[config.mk]
export PLATFORM = sky130hd
export DESIGN_NAME = three_class_task_dispatcher_core
export DESIGN_NICKNAME = d
export VERILOG_FILES = /design/src/rtl/tctd_pkg.sv /design/src/rtl/three_class_task_dispatcher_core.sv /design/src/rtl/tctd_mod_unit.sv
export SDC_FILE = /design/constraint.sdc
export NUM_CORES = 1
export LEC_CHECK = 0
export ABC_CLOCK_PERIOD_IN_PS = 9450
export BUFFER_PORTS_ARGS = -buffer_cell sky130_fd_sc_hd__buf_2
export CAP_MARGIN = 10
export CORE_AREA = 2 2 320 322
export CTS_CLUSTER_SIZE = 25
export DETAILED_ROUTE_END_ITERATION = 8
export DIE_AREA = 0 0 322 324
export GPL_TIMING_DRIVEN = 1
export PLACE_DENSITY_LB_ADDON = 0.1
export SETUP_SLACK_MARGIN = 0.05
export SYNTH_ARGS = -nofsm -noshare
export SYNTH_HDL_FRONTEND = slang
export SYNTH_SLANG_ARGS = --single-unit
[constraint.sdc]
create_clock -name clock -period 9.45 [get_ports clock]
set_input_delay 0.945 -clock clock [delete_from_list [all_inputs] [get_ports clock]]
set_output_delay 0.945 -clock clock [all_outputs]
set_load 0.02 [all_outputs]
[src/rtl/tctd_pkg.sv]
// ----------------------------------------------------------------------------
// Task dispatcher package
// Shared types and constants for the three-class task dispatcher.
// ----------------------------------------------------------------------------
package tctd_pkg;

   localparam int MAX_TASKS_DEF  = 16;
   localparam int TICK_WIDTH_DEF = 16;
   localparam int VAL_WIDTH      = 16;

   typedef enum logic [1:0] {
      FUNC_CREATE    = 2'd0,
      FUNC_START     = 2'd1,
      FUNC_YIELD     = 2'd2,
      FUNC_TERMINATE = 2'd3
   } func_type;

   localparam logic [1:0] CL_SYSTEM   = 2'd0;
   localparam logic [1:0] CL_PERIODIC = 2'd1;
   localparam logic [1:0] CL_RR       = 2'd2;

   localparam logic [1:0] STAT_OK      = 2'd0;
   localparam logic [1:0] STAT_NO_SLOT = 2'd1;
   localparam logic [1:0] STAT_COLLIDE = 2'd2;
   localparam logic [1:0] STAT_INACT   = 2'd3;

   // remainder unit request: dividend mod divisor
   typedef struct packed {
      logic                 start;
      logic [31:0]          dividend;
      logic [VAL_WIDTH-1:0] divisor;
   } mod_req_type;

   typedef struct packed {
      logic busy;
      logic done;
      logic zero;
   } mod_rsp_type;

endpackage

[src/rtl/three_class_task_dispatcher_core.sv]
// Flow: create, start without dispatch and inactive events respond directly; otherwise a
//   dispatch pops the system queue, or scans every slot and runs the remainder unit for
//   each live periodic slot with nonzero period before picking the task to run.
// Throughput: one event at a time; the next is taken once the result is taken.
// Reset: synchronous, active high; clears slot status, queues, tick, kernel
//   state; the free pool comes up full in ascending slot order, no clearing pass.
module three_class_task_dispatcher_core #(
   parameter int MAX_TASKS  = tctd_pkg::MAX_TASKS_DEF,
   parameter int TICK_WIDTH = tctd_pkg::TICK_WIDTH_DEF
) (
   input  logic       clock,
   input  logic       reset,
   input  logic       req_valid,
   output logic       req_ready,
   input  logic [1:0] req_func,
   input  logic       req_is_tick,
   input  logic [1:0] req_task_class,
   input  logic [15:0] req_period,
   input  logic [15:0] req_phase,
   output logic       rsp_valid,
   input  logic       rsp_ready,
   output logic [4:0] rsp_created_pid,
   output logic [4:0] rsp_running_pid,
   output logic       rsp_idle,
   output logic [1:0] rsp_status
);
   import tctd_pkg::*;

   localparam int SW = (MAX_TASKS > 1) ? $clog2(MAX_TASKS) : 1;
   localparam int CW = $clog2(MAX_TASKS + 1);

   typedef enum logic [2:0] {
      S_IDLE, S_EXEC, S_DISP, S_SCAN, S_WAIT, S_PICK, S_RESP
   } state_type;

   state_type state_ff;

   // per-slot state
   logic [MAX_TASKS-1:0] live_ff;
   logic [1:0]           cls_mem [MAX_TASKS];
   logic [15:0]          per_mem [MAX_TASKS];
   logic [15:0]          pha_mem [MAX_TASKS];

   // queues
   logic [SW-1:0] sys_q [MAX_TASKS];
   logic [SW-1:0] rr_q  [MAX_TASKS];
   logic [SW-1:0] fr_q  [MAX_TASKS];
   logic [SW-1:0] sys_hd_ff, rr_hd_ff, fr_hd_ff;
   logic [CW-1:0] sys_cnt_ff, rr_cnt_ff, fr_cnt_ff;
   // pool entries valid only after written
   logic [MAX_TASKS-1:0] fr_wr_ff;

   logic [TICK_WIDTH-1:0] tick_ff;
   logic [CW-1:0]         cur_ff;
   logic                  active_ff;
   logic [CW-1:0]         live_cnt_ff;

   // held request
   func_type    func_ff;
   logic        tick_req_ff;
   logic [1:0]  cls_req_ff;
   logic [15:0] per_req_ff, pha_req_ff;

   // scan state
   logic [SW-1:0] idx_ff;
   logic [SW-1:0] due_slot_ff;
   logic [1:0]    due_cnt_ff;

   logic        rsp_valid_ff;
   logic [4:0]  created_ff, running_ff;
   logic        idle_ff;
   logic [1:0]  status_ff;

   mod_req_type mreq;
   mod_rsp_type mrsp;

   tctd_mod_unit #(.TICK_WIDTH(TICK_WIDTH)) u_mod (
      .clock (clock),
      .reset (reset),
      .req   (mreq),
      .rsp   (mrsp)
   );

   function automatic logic [SW-1:0] qpos(logic [SW-1:0] hd, logic [CW-1:0] cnt);
      logic [CW:0] s;
      s = {1'b0, CW'(hd)} + {1'b0, cnt};
      if (s >= (CW+1)'(MAX_TASKS)) s = s - (CW+1)'(MAX_TASKS);
      return s[SW-1:0];
   endfunction

   function automatic logic [SW-1:0] qinc(logic [SW-1:0] hd);
      return qpos(hd, CW'(1));
   endfunction

   logic [SW-1:0] fr_head_val;
   logic [SW-1:0] idx_slot;
   logic          idx_cand;
   logic [TICK_WIDTH-1:0] diff_w;

   assign fr_head_val = fr_wr_ff[fr_hd_ff] ? fr_q[fr_hd_ff] : fr_hd_ff;
   assign idx_slot    = idx_ff;
   assign idx_cand    = live_ff[idx_ff] && (cls_mem[idx_ff] == CL_PERIODIC)
                        && (per_mem[idx_ff] != '0);
   assign diff_w      = tick_ff - TICK_WIDTH'(pha_mem[idx_ff]);

   always_comb begin
      mreq          = '0;
      mreq.dividend = 32'(diff_w);
      mreq.divisor  = per_mem[idx_ff];
      mreq.start    = (state_ff == S_SCAN) && idx_cand;
   end

   assign req_ready       = (state_ff == S_IDLE) && !rsp_valid_ff;
   assign rsp_valid       = rsp_valid_ff;
   assign rsp_created_pid = created_ff;
   assign rsp_running_pid = running_ff;
   assign rsp_idle        = idle_ff;
   assign rsp_status      = status_ff;

   logic [SW-1:0] cur_slot;
   assign cur_slot = SW'(cur_ff - 1'b1);

   always_ff @(posedge clock) begin
      if (reset) begin
         state_ff     <= S_IDLE;
         live_ff      <= '0;
         sys_hd_ff    <= '0;
         rr_hd_ff     <= '0;
         fr_hd_ff     <= '0;
         sys_cnt_ff   <= '0;
         rr_cnt_ff    <= '0;
         fr_cnt_ff    <= CW'(MAX_TASKS);
         fr_wr_ff     <= '0;
         tick_ff      <= '0;
         cur_ff       <= '0;
         active_ff    <= 1'b0;
         live_cnt_ff  <= '0;
         rsp_valid_ff <= 1'b0;
         idx_ff       <= '0;
         due_cnt_ff   <= '0;
      end else begin
         if (rsp_valid_ff && rsp_ready) rsp_valid_ff <= 1'b0;
         unique case (state_ff)
            S_IDLE: begin
               if (req_valid && req_ready) begin
                  func_ff     <= func_type'(req_func);
                  tick_req_ff <= req_is_tick;
                  cls_req_ff  <= req_task_class;
                  per_req_ff  <= req_period;
                  pha_req_ff  <= req_phase;
                  created_ff  <= '0;
                  idle_ff     <= 1'b0;
                  status_ff   <= STAT_OK;
                  state_ff    <= S_EXEC;
               end
            end
            S_EXEC: begin
               state_ff <= S_RESP;
               unique case (func_ff)
                  FUNC_CREATE: begin
                     if (live_cnt_ff >= CW'(MAX_TASKS) || fr_cnt_ff == '0) begin
                        status_ff <= STAT_NO_SLOT;
                     end else begin
                        fr_hd_ff  <= qinc(fr_hd_ff);
                        fr_cnt_ff <= fr_cnt_ff - 1'b1;
                        live_ff[fr_head_val] <= 1'b1;
                        live_cnt_ff <= live_cnt_ff + 1'b1;
                        created_ff  <= 5'(fr_head_val) + 5'd1;
                        if (cls_req_ff == CL_PERIODIC) begin
                           cls_mem[fr_head_val] <= CL_PERIODIC;
                           per_mem[fr_head_val] <= per_req_ff;
                           pha_mem[fr_head_val] <= pha_req_ff;
                        end else begin
                           cls_mem[fr_head_val] <= (cls_req_ff == CL_SYSTEM) ?
                                                   CL_SYSTEM : CL_RR;
                           per_mem[fr_head_val] <= '0;
                           pha_mem[fr_head_val] <= '0;
                           if (cls_req_ff == CL_SYSTEM) begin
                              sys_q[qpos(sys_hd_ff, sys_cnt_ff)] <= fr_head_val;
                              sys_cnt_ff <= sys_cnt_ff + 1'b1;
                           end else begin
                              rr_q[qpos(rr_hd_ff, rr_cnt_ff)] <= fr_head_val;
                              rr_cnt_ff <= rr_cnt_ff + 1'b1;
                           end
                        end
                     end
                     running_ff <= 5'(cur_ff);
                  end
                  FUNC_START: begin
                     running_ff <= 5'(cur_ff);
                     if (!active_ff && live_cnt_ff != '0) begin
                        active_ff <= 1'b1;
                        state_ff  <= S_DISP;
                     end
                  end
                  default: begin
                     running_ff <= 5'(cur_ff);
                     if (!active_ff) begin
                        status_ff <= STAT_INACT;
                     end else begin
                        state_ff <= S_DISP;
                        if (func_ff == FUNC_YIELD) begin
                           if (tick_req_ff) tick_ff <= tick_ff + 1'b1;
                           if (cur_ff != '0) begin
                              if (cls_mem[cur_slot] == CL_SYSTEM) begin
                                 sys_q[qpos(sys_hd_ff, sys_cnt_ff)] <= cur_slot;
                                 sys_cnt_ff <= sys_cnt_ff + 1'b1;
                              end else if (cls_mem[cur_slot] == CL_RR) begin
                                 rr_q[qpos(rr_hd_ff, rr_cnt_ff)] <= cur_slot;
                                 rr_cnt_ff <= rr_cnt_ff + 1'b1;
                              end
                           end
                        end else if (cur_ff != '0) begin
                           live_ff[cur_slot] <= 1'b0;
                           fr_q[qpos(fr_hd_ff, fr_cnt_ff)] <= cur_slot;
                           fr_wr_ff[qpos(fr_hd_ff, fr_cnt_ff)] <= 1'b1;
                           fr_cnt_ff <= fr_cnt_ff + 1'b1;
                           if (live_cnt_ff != '0) live_cnt_ff <= live_cnt_ff - 1'b1;
                        end
                     end
                  end
               endcase
            end
            S_DISP: begin
               if (sys_cnt_ff != '0) begin
                  cur_ff     <= CW'(sys_q[sys_hd_ff]) + 1'b1;
                  running_ff <= 5'(sys_q[sys_hd_ff]) + 5'd1;
                  sys_hd_ff  <= qinc(sys_hd_ff);
                  sys_cnt_ff <= sys_cnt_ff - 1'b1;
                  state_ff   <= S_RESP;
               end else begin
                  idx_ff     <= '0;
                  due_cnt_ff <= '0;
                  state_ff   <= S_SCAN;
               end
            end
            S_SCAN: begin
               if (idx_cand) begin
                  state_ff <= S_WAIT;
               end else if (idx_ff == SW'(MAX_TASKS - 1)) begin
                  state_ff <= S_PICK;
               end else begin
                  idx_ff <= idx_ff + 1'b1;
               end
            end
            S_WAIT: begin
               if (mrsp.done) begin
                  if (mrsp.zero) begin
                     due_slot_ff <= idx_slot;
                     if (due_cnt_ff != 2'd2) due_cnt_ff <= due_cnt_ff + 1'b1;
                  end
                  if (idx_ff == SW'(MAX_TASKS - 1)) state_ff <= S_PICK;
                  else begin
                     idx_ff   <= idx_ff + 1'b1;
                     state_ff <= S_SCAN;
                  end
               end
            end
            S_PICK: begin
               state_ff <= S_RESP;
               if (due_cnt_ff == 2'd2) status_ff <= STAT_COLLIDE;
               if (due_cnt_ff == 2'd1) begin
                  cur_ff     <= CW'(due_slot_ff) + 1'b1;
                  running_ff <= 5'(due_slot_ff) + 5'd1;
               end else if (rr_cnt_ff != '0) begin
                  cur_ff     <= CW'(rr_q[rr_hd_ff]) + 1'b1;
                  running_ff <= 5'(rr_q[rr_hd_ff]) + 5'd1;
                  rr_hd_ff   <= qinc(rr_hd_ff);
                  rr_cnt_ff  <= rr_cnt_ff - 1'b1;
               end else begin
                  cur_ff     <= '0;
                  running_ff <= '0;
                  idle_ff    <= 1'b1;
               end
            end
            S_RESP: begin
               rsp_valid_ff <= 1'b1;
               state_ff     <= S_IDLE;
            end
            default: state_ff <= S_IDLE;
         endcase
      end
   end

`ifndef SYNTH
   a_ready_rsp: assert property (@(posedge clock) disable iff (reset)
      rsp_valid |-> !req_ready) else $error("ready while result pending");
   a_live_bound: assert property (@(posedge clock) disable iff (reset)
      live_cnt_ff <= CW'(MAX_TASKS)) else $error("live count overflow");
   a_mod_scan: assert property (@(posedge clock) disable iff (reset)
      mrsp.busy |-> (state_ff == S_WAIT)) else $error("remainder unit out of scan");
   a_idle_pid: assert property (@(posedge clock) disable iff (reset)
      (rsp_valid && rsp_idle) |-> (rsp_running_pid == 5'd0))
      else $error("idle with running task");
`endif

endmodule

[src/rtl/tctd_mod_unit.sv]
// ----------------------------------------------------------------------------
// Remainder unit
// Restoring bit-serial modulo, one dividend bit per cycle; reports zero rest.
// ----------------------------------------------------------------------------
module tctd_mod_unit #(
   parameter int TICK_WIDTH = 16
) (
   input  logic                  clock,
   input  logic                  reset,
   input  tctd_pkg::mod_req_type req,
   output tctd_pkg::mod_rsp_type rsp
);
   import tctd_pkg::*;

   localparam int CW = $clog2(TICK_WIDTH + 1);

   logic [TICK_WIDTH-1:0] dvd_ff, dvd_in;
   logic [VAL_WIDTH-1:0]  dvs_ff, dvs_in;
   logic [VAL_WIDTH:0]    rem_ff, rem_in;
   logic [CW-1:0]         cnt_ff, cnt_in;
   logic                  busy_ff, busy_in, done_ff, done_in;
   logic [VAL_WIDTH:0]    shifted;
   logic [VAL_WIDTH:0]    diff;

   always_comb begin
      dvd_in  = dvd_ff;
      dvs_in  = dvs_ff;
      rem_in  = rem_ff;
      cnt_in  = cnt_ff;
      busy_in = busy_ff;
      done_in = 1'b0;
      shifted = {rem_ff[VAL_WIDTH-1:0], dvd_ff[TICK_WIDTH-1]};
      diff    = shifted - {1'b0, dvs_ff};
      if (req.start) begin
         dvd_in  = req.dividend[TICK_WIDTH-1:0];
         dvs_in  = req.divisor;
         rem_in  = '0;
         cnt_in  = CW'(TICK_WIDTH);
         busy_in = 1'b1;
      end else if (busy_ff) begin
         // shifted may exceed the divisor range, so compare rather than test a borrow bit
         rem_in = (shifted >= {1'b0, dvs_ff}) ? diff : shifted;
         dvd_in = {dvd_ff[TICK_WIDTH-2:0], 1'b0};
         cnt_in = cnt_ff - 1'b1;
         if (cnt_ff == CW'(1)) begin
            busy_in = 1'b0;
            done_in = 1'b1;
         end
      end
   end

   always_ff @(posedge clock) begin
      if (reset) begin
         busy_ff <= 1'b0;
         done_ff <= 1'b0;
         cnt_ff  <= '0;
      end else begin
         busy_ff <= busy_in;
         done_ff <= done_in;
         cnt_ff  <= cnt_in;
      end
      dvd_ff <= dvd_in;
      dvs_ff <= dvs_in;
      rem_ff <= rem_in;
   end

   assign rsp.busy = busy_ff;
   assign rsp.done = done_ff;
   assign rsp.zero = (rem_ff == '0);

endmodule
# --- After elaboration in Yosys (flattened, before gate mapping) ---
# Memories as Yosys holds them, arrays and structs flattened. A register that Yosys moved wholly into a read port is not among the register bits.
# Cells that the tools add are included.
word_totals:
  in_bits: 41
  latchBits: 0
  rom_bits: 0
  out_inout_bits: 15
  reg_bits: 206
  memories: 6
  ram_bits: 736
  word_cells: 387
memory_table:
  columns: ["memory", "depth", "width", "rd", "rd_clocked_by_memory_dff", "write_ports", "line_no", "source"]
  rows:
  - ["per_mem", 16, 16, 1, 1, 1, "three_class_task_dispatcher_core.sv:41", "logic [15:0] per_mem [MAX_TASKS];"]
  - ["pha_mem", 16, 16, 1, 1, 1, "three_class_task_dispatcher_core.sv:42", "logic [15:0] pha_mem [MAX_TASKS];"]
  - ["fr_q", 16, 4, 1, 1, 1, "three_class_task_dispatcher_core.sv:47", "logic [SW-1:0] fr_q [MAX_TASKS];"]
  - ["rr_q", 16, 4, 1, 1, 1, "three_class_task_dispatcher_core.sv:46", "logic [SW-1:0] rr_q [MAX_TASKS];"]
  - ["sys_q", 16, 4, 1, 1, 1, "three_class_task_dispatcher_core.sv:45", "logic [SW-1:0] sys_q [MAX_TASKS];"]
  - ["cls_mem", 16, 2, 2, 1, 1, "three_class_task_dispatcher_core.sv:40", "logic [1:0] cls_mem [MAX_TASKS];"]
classes:
  shifts: 0
  addsub: 31
  div_mod_pow: 0
  eq_ne: 45
  magnitude_cmp: 16
  n_reduce_logical: 61
  multipliers: 0
  n_bitwise: 16
  n_mux: 179
op_table:
  columns: ["operator", "count"]
  rows:
  - ["2-to-1 mux 5 bit", 35]
  - ["2-to-1 mux 16 bit", 8]
  - ["2-to-1 mux 4 bit", 31]
  - ["one-hot mux 5 bit (2 select lines)", 8]
  - ["2-to-1 mux 1 bit", 64]
  - ["inequality test 3 bit (second input constant)", 12]
  - ["adder 4 x 1 -> 5 bit (second input constant)", 7]
  - ["OR 16 bit", 2]
  - ["one-hot mux 16 bit (2 select lines)", 1]
  - ["inequality test 2 bit (second input constant)", 14]
  - ["subtractor 4 x 1 -> 4 bit (second input constant)", 7]
  - ["< comparator 4 x 5 -> 1 bit (second input constant)", 5]
  - ["AND reduction 5 bit", 5]
  - ["subtractor 5 x 1 -> 5 bit (second input constant)", 5]
  - ["2-to-1 mux 3 bit", 8]
  - ["nonzero test 2 bit", 11]
  - ["adder 5 x 1 -> 5 bit (second input constant)", 4]
  - [">= comparator 5 bit (second input constant)", 4]
  - ["2-to-1 mux 2 bit", 10]
  - ["nonzero test 5 bit", 4]
  - ["adder 4 x 5 -> 6 bit", 3]
  - [">= comparator 6 x 5 -> 1 bit (second input constant)", 3]
  - ["one-hot mux 3 bit (6 select lines)", 1]
  - ["AND reduction 3 bit", 6]
  - ["other kinds (46)", 90]

# --- Depth between registers and ports, before layout ---
logic_depth:
  word_depth: 14
  depth_mapped: 17
  mapped_depth_nobuf: 13

# --- Hierarchy ---
# Synthesis repeated with hierarchy kept, for this count alone.
hier_totals:
  hier_cells: 2419
  hier_area_um2: 40037.1
by_module_without_submodules:
  columns: ["mod", "area_per_inst_um2", "n_inst", "seq_area_each_um2", "cells_each"]
  rows:
  - ["three_class_task_dispatcher_core", 36911.7, 1, 25964.9, 2106]
  - ["tctd_mod_unit", 3125.5, 1, 1441.4, 313]

# --- Least setup slack after synthesis ---
# Ideal clock, no wire load.
synth_timing:
  kind: "register to register"
  from: "reg (tool-made name)"
  to: "reg u_mod.dvd_ff[13], data pin"
  path_stages_with_launch: 17
  period_less_slack_ns: 4.704
  setup_ns: 0.260
  path_buffers: 4
  slack_ns: 4.746
  arrival_time_ns: 4.444
  required_time_ns: 9.190
  path_cell_list: "dfxtp_1 > buf_4 > buf_2 > clkbuf_1 > buf_2 > mux4_2 > mux4_2 > inv_1 > ha_1 > nor2b_1 > o21ai_0 > a21boi_0 > o41ai_1 > o211ai_1 > o221ai_1 > xnor2_1 > mux2_2"
synth_lines:
  columns: ["element", "line_no", "source"]
  rows:
  - ["end signal, assigned", "tctd_mod_unit.sv:62", "dvd_ff <= dvd_in;"]
  - ["end, declared", "tctd_mod_unit.sv:17", "logic [TICK_WIDTH-1:0] dvd_ff, dvd_in;"]

==> results.tsv <==
stage	metric	value	unit
pwr	sequential power share	0.476	
critical_path	Setup crit end kind	flop	
sta	f_max	190	MHz
floorplanning	die height	324	um
sta	RSZ-0062 raised after global routing	no	
run	max_cap viols	0	
synth	Post-synth EDFFs	822	
synth	Ys Warns	0	
floorplanning	row cnt	117	
sta	Clock Skew	0.0448	ns
clocking	Post-CTS Repair Setup Buffers	0	
critical_path	startpoint types	flop	
critical_path	worst reg2reg path depth	14	
pwr	Pwr Density	226	mW/mm2
placement	port bufs	55	
route	DRT Wirelength	98400	um
critical_path	worst path cell trace	buf_4, mux4_2, mux4_2, ha_1, inv_1, fa_1, a21o_1, a21o_1, a31oi_1, o41ai_1, a211o_1, a21oi_1, xnor2_1, mux2_1	
clocking	post_cts resized	0	
clocking	hold bufs inserted after CTS	0	
sta	WHS	0.425	ns
floorplanning	chip width	322	um
sta	Hold Fails Final Rpt	0	
critical_path	Slowest Stage Delay on Critical Path	0.89	ns
grt	Total Routing Usage GR	0.192	
run_status	status	finished clean	
floorplanning	die area	0.104	mm2
synth	Gate Count Post-Synth	2431	
synth	mapped cell area	0.0401	mm2
floorplanning	core area	0.101	mm2
critical_path	cell family with most CP delay	compound AO/OA/AOI/OAI gates	
synth	Yosys cell types	75	
critical_path	r2r endpoint	u_mod.dvd_ff[14]	
synth	register area share after synthesis	0.683	
sta	final setup fails	0	
clocking	clk slew on worst S/H paths	0.06	ns
sta	Tcrit/Tclk final	0.557	
critical_path	register-to-register setup slack	4.18	ns
clocking	clk buf depth	3	
sta	Worst-Margin Slew	1.15	ns
clocking	CTS buffer count	104	
clocking	CTS tree	built	
floorplanning	I/O pin cnt	56	
route	post-DR vias/cell	5.54	
route	top sig layer	met4	
grt	initial antenna violation count	1	
pwr	clock share of power	0.381	
route	Detail Route met3 WL	3640	um
placement	Post-DP HPWL	58100	um
layout	final core occ	0.449	
clocking	clk_lat worst skew	0.70	ns
synth	Synth Register Bits	958	
layout	area growth from synthesis to final layout	13.1	%
pwr	Cell Int Power	0.00764	W
route	drt drc	0	
grt	first-pass GRT wire length	148000	um
synth	main flop type after synthesis	edfxtp_1	
route	WL met2	48900	um
pwr	total power	0.0103	W
sta	post-layout min period	5.27	ns
placement	RePlAce Congestion	0.844	
grt	total gr overflow	0	
hold_path	WHS Endpoint	pha_req_ff[4]	
clocking	H-Tree Level Count	3	
critical_path	Worst Path Required	9.89	ns
grt	vias in the first global route	22400	
hold_path	Worst Min Path Start	req_phase[4]	
layout	layout cells sized above 1	0.197	
sta	Final Max Tran Viols	0	
pwr	Comb power frac	0.143	
placement	placed cells	3729	
critical_path	Crit Path Class	reg -> reg	
grt	largest net degree at the start of global routing	96	
critical_path	CP max stage cell	buf_4	
pwr	net load switching power	0.00263	W
synth	Avg Synthesized Cell Area	16.5	um2
critical_path	CP max FO	69	
critical_path	CP bufs+invs	2	
pwr	Static Leakage	14.8	nW
layout	final net count	2654	
route	ANT nets after route	0	
route	M1 wire length	43600	um
hold_path	Hold Crit Class	in -> reg	
synth	Synth Net Count	2558	
hold_path	Hold Path Depth	1	
route	WL per Instance	25.1	um
clocking	clock sink total	958	
synth	Async S/R FF share, synth	0	
floorplanning	Initial Util	0.397	
critical_path	crit path DAT	5.70	ns
sta	Worst slew margin	0.234	
route	via count	21700	
route	1st-pass router iterations	7	
layout	Antenna Cells	0	
route	Iter 0 DRT Violations	1880	
sta	setup TNS	0	ns
pwr	switch share	0.256	
clocking	Root Driver	clkbuf_16	
pwr	VDD IR max	207	uV
layout	fin cells	3922	
## cell usage in the layout (no fill, tap or decap), types with 8 or more instances in the layout
cell type	instances
inv_1	94
nand2b_1	13
buf_4	38
a22oi_1	33
o211ai_1	11
o21ai_0	53
nor4_1	13
fa_1	9
clkinv_2	15
clkbuf_1	25
clkinv_1	23
a31oi_1	10
xor2_1	38
xnor2_1	51
nor2_1	160
nand2_1	114
nor3_1	40
or3_1	16
clkbuf_16	105
o21a_1	8
a211oi_1	19
nor2b_1	17
buf_2	54
mux2i_1	23
dfxtp_1	133
nand3_1	36
nand4_1	16
mux4_2	221
a21oi_1	86
mux2_2	12
and2_1	40
a21o_1	26
edfxtp_1	822
nor2_4	16
o22ai_1	16
ha_1	77
## power groups by stage
stage / sequential [W] / clock [W] / combinational, W
2_1_floorplan: 0.00494 / 0 / 0.00108
5_1_grt: 0.00490 / 0.00420 / 0.00162
4_1_cts: 0.00489 / 0.00402 / 0.00149
3_5_place_dp: 0.00498 / 0 / 0.00149
3_3_place_gp: 0.00498 / 0 / 0.00147
6_report: 0.00489 / 0.00392 / 0.00147
## synth_stat cells (6+ instances only)
| library cell | count | area [um2] |
|---|---|---|
| edfxtp_1 | 822 | 24700 |
| mux2_2 | 12 | 135 |
| xor2_1 | 38 | 333 |
| mux2i_1 | 26 | 260 |
| o21a_1 | 8 | 60.1 |
| fa_1 | 9 | 180 |
| buf_2 | 23 | 115 |
| and3_1 | 6 | 37.5 |
| nor2b_1 | 17 | 106 |
| o22ai_1 | 16 | 100 |
| dfxtp_1 | 136 | 2720 |
| nand2b_1 | 13 | 81.3 |
| o21ai_0 | 54 | 270 |
| a21oi_1 | 86 | 430 |
| a211oi_1 | 19 | 143 |
| a22oi_1 | 33 | 248 |
| a21o_1 | 26 | 195 |
| nor3b_1 | 6 | 45.0 |
| xnor2_1 | 51 | 447 |
| or3_1 | 16 | 100 |
| nand3_1 | 36 | 180 |
| nor3_1 | 40 | 200 |
| a31oi_1 | 10 | 62.6 |
| and2_1 | 40 | 250 |
| o32ai_1 | 7 | 61.3 |
| nor4_1 | 13 | 81.3 |
| mux4_2 | 221 | 4980 |
| clkbuf_1 | 66 | 248 |
| nand4_1 | 16 | 100 |
| ha_1 | 77 | 963 |
| nor2_1 | 176 | 661 |
| nand3b_1 | 7 | 52.6 |
| buf_1 | 8 | 30.0 |
| inv_1 | 94 | 353 |
| o211ai_1 | 11 | 82.6 |
| nand2_1 | 114 | 428 |
## metal layers
layer	vias to the layer above	GRT usage
li1	9735	-
met1	11400	0.259
met2	445	0.325
met3	135	0.0281
met4	0	0.0507
met5	-	0
## stage by stage
| stage | worst slack, ns | cell area (um2) |
|---|---|---|
| after floorplan | 4.75 | 40100 |
| after global placement | 4.27 | 42100 |
| after detailed placement | 4.20 | 42100 |
| after CTS | 4.20 | 45400 |
| after global routing | 4.00 | 45400 |
| final | 4.18 | 45400 |
## kinds of logic after synthesis
family	Yosys count	share of synthesized area
AO/OA/AOI/OAI	314	0.0510
XOR/XNOR	89	0.0194
adder cells (fa/ha/maj)	86	0.0285
buffers and inverters	201	0.0204
flip-flops	958	0.683
multiplexers	262	0.135
AND/OR/NAND/NOR	521	0.0623
## cell type report
| cell class | count | area, um2 |
|---|---|---|
| clock buffer | 134 | 2780 |
| clock inverter | 58 | 538 |
| fill | 8823 | 55600 |
| inverter | 97 | 364 |
| multi-input combinational | 1272 | 12100 |
| sequential | 958 | 27400 |
| tap | 1309 | 1640 |
| timing repair buffer | 94 | 603 |
## flip-flops by register name, summed over array words and instances (netlist names), 5 cells and up, named ones only
| signal | cells |
|---|---|
| u_mod.dvs_ff | 16 |
| live_cnt_ff | 5 |
| rsp_created_pid | 5 |
| rr_q | 64 |
| fr_q | 64 |
| u_mod.rem_ff | 17 |
| per_req_ff | 16 |
| rr_cnt_ff | 5 |
| per_mem | 256 |
| fr_cnt_ff | 5 |
| live_ff | 16 |
| sys_cnt_ff | 5 |
| fr_wr_ff | 16 |
| rsp_running_pid | 5 |
| pha_req_ff | 16 |
| cur_ff | 5 |
| sys_q | 64 |
| u_mod.cnt_ff | 5 |
| pha_mem | 256 |
| tick_ff | 16 |
| cls_mem | 32 |
| u_mod.dvd_ff | 16 |
## worst max path at each step
stage	from	endpoint	slack [ns]	depth (start not counted)
finish	flop	u_mod.dvd_ff[14]	4.18	14
global route	flop	u_mod.dvd_ff[14]	4.00	14
floorplan	flop	u_mod.dvd_ff[13]	4.75	16
detailed placement	flop	u_mod.dvd_ff[14]	4.20	14
global placement	flop	u_mod.dvd_ff[14]	4.27	14
CTS	flop	u_mod.dvd_ff[14]	4.20	14
## worst reg2reg max path, stage by stage, from the launching register on
cell	delay (ns)
dfxtp_4	0.69
buf_4	0.95
mux4_2	0.50
mux4_2	0.50
ha_1	0.22
inv_1	0.08
fa_1	0.21
a21o_1	0.14
a21o_1	0.16
a31oi_1	0.12
o41ai_1	0.73
a211o_1	0.23
a21oi_1	0.08
xnor2_1	0.13
mux2_1	0.29
No activity file was read; power rests on OpenSTA's default activity.
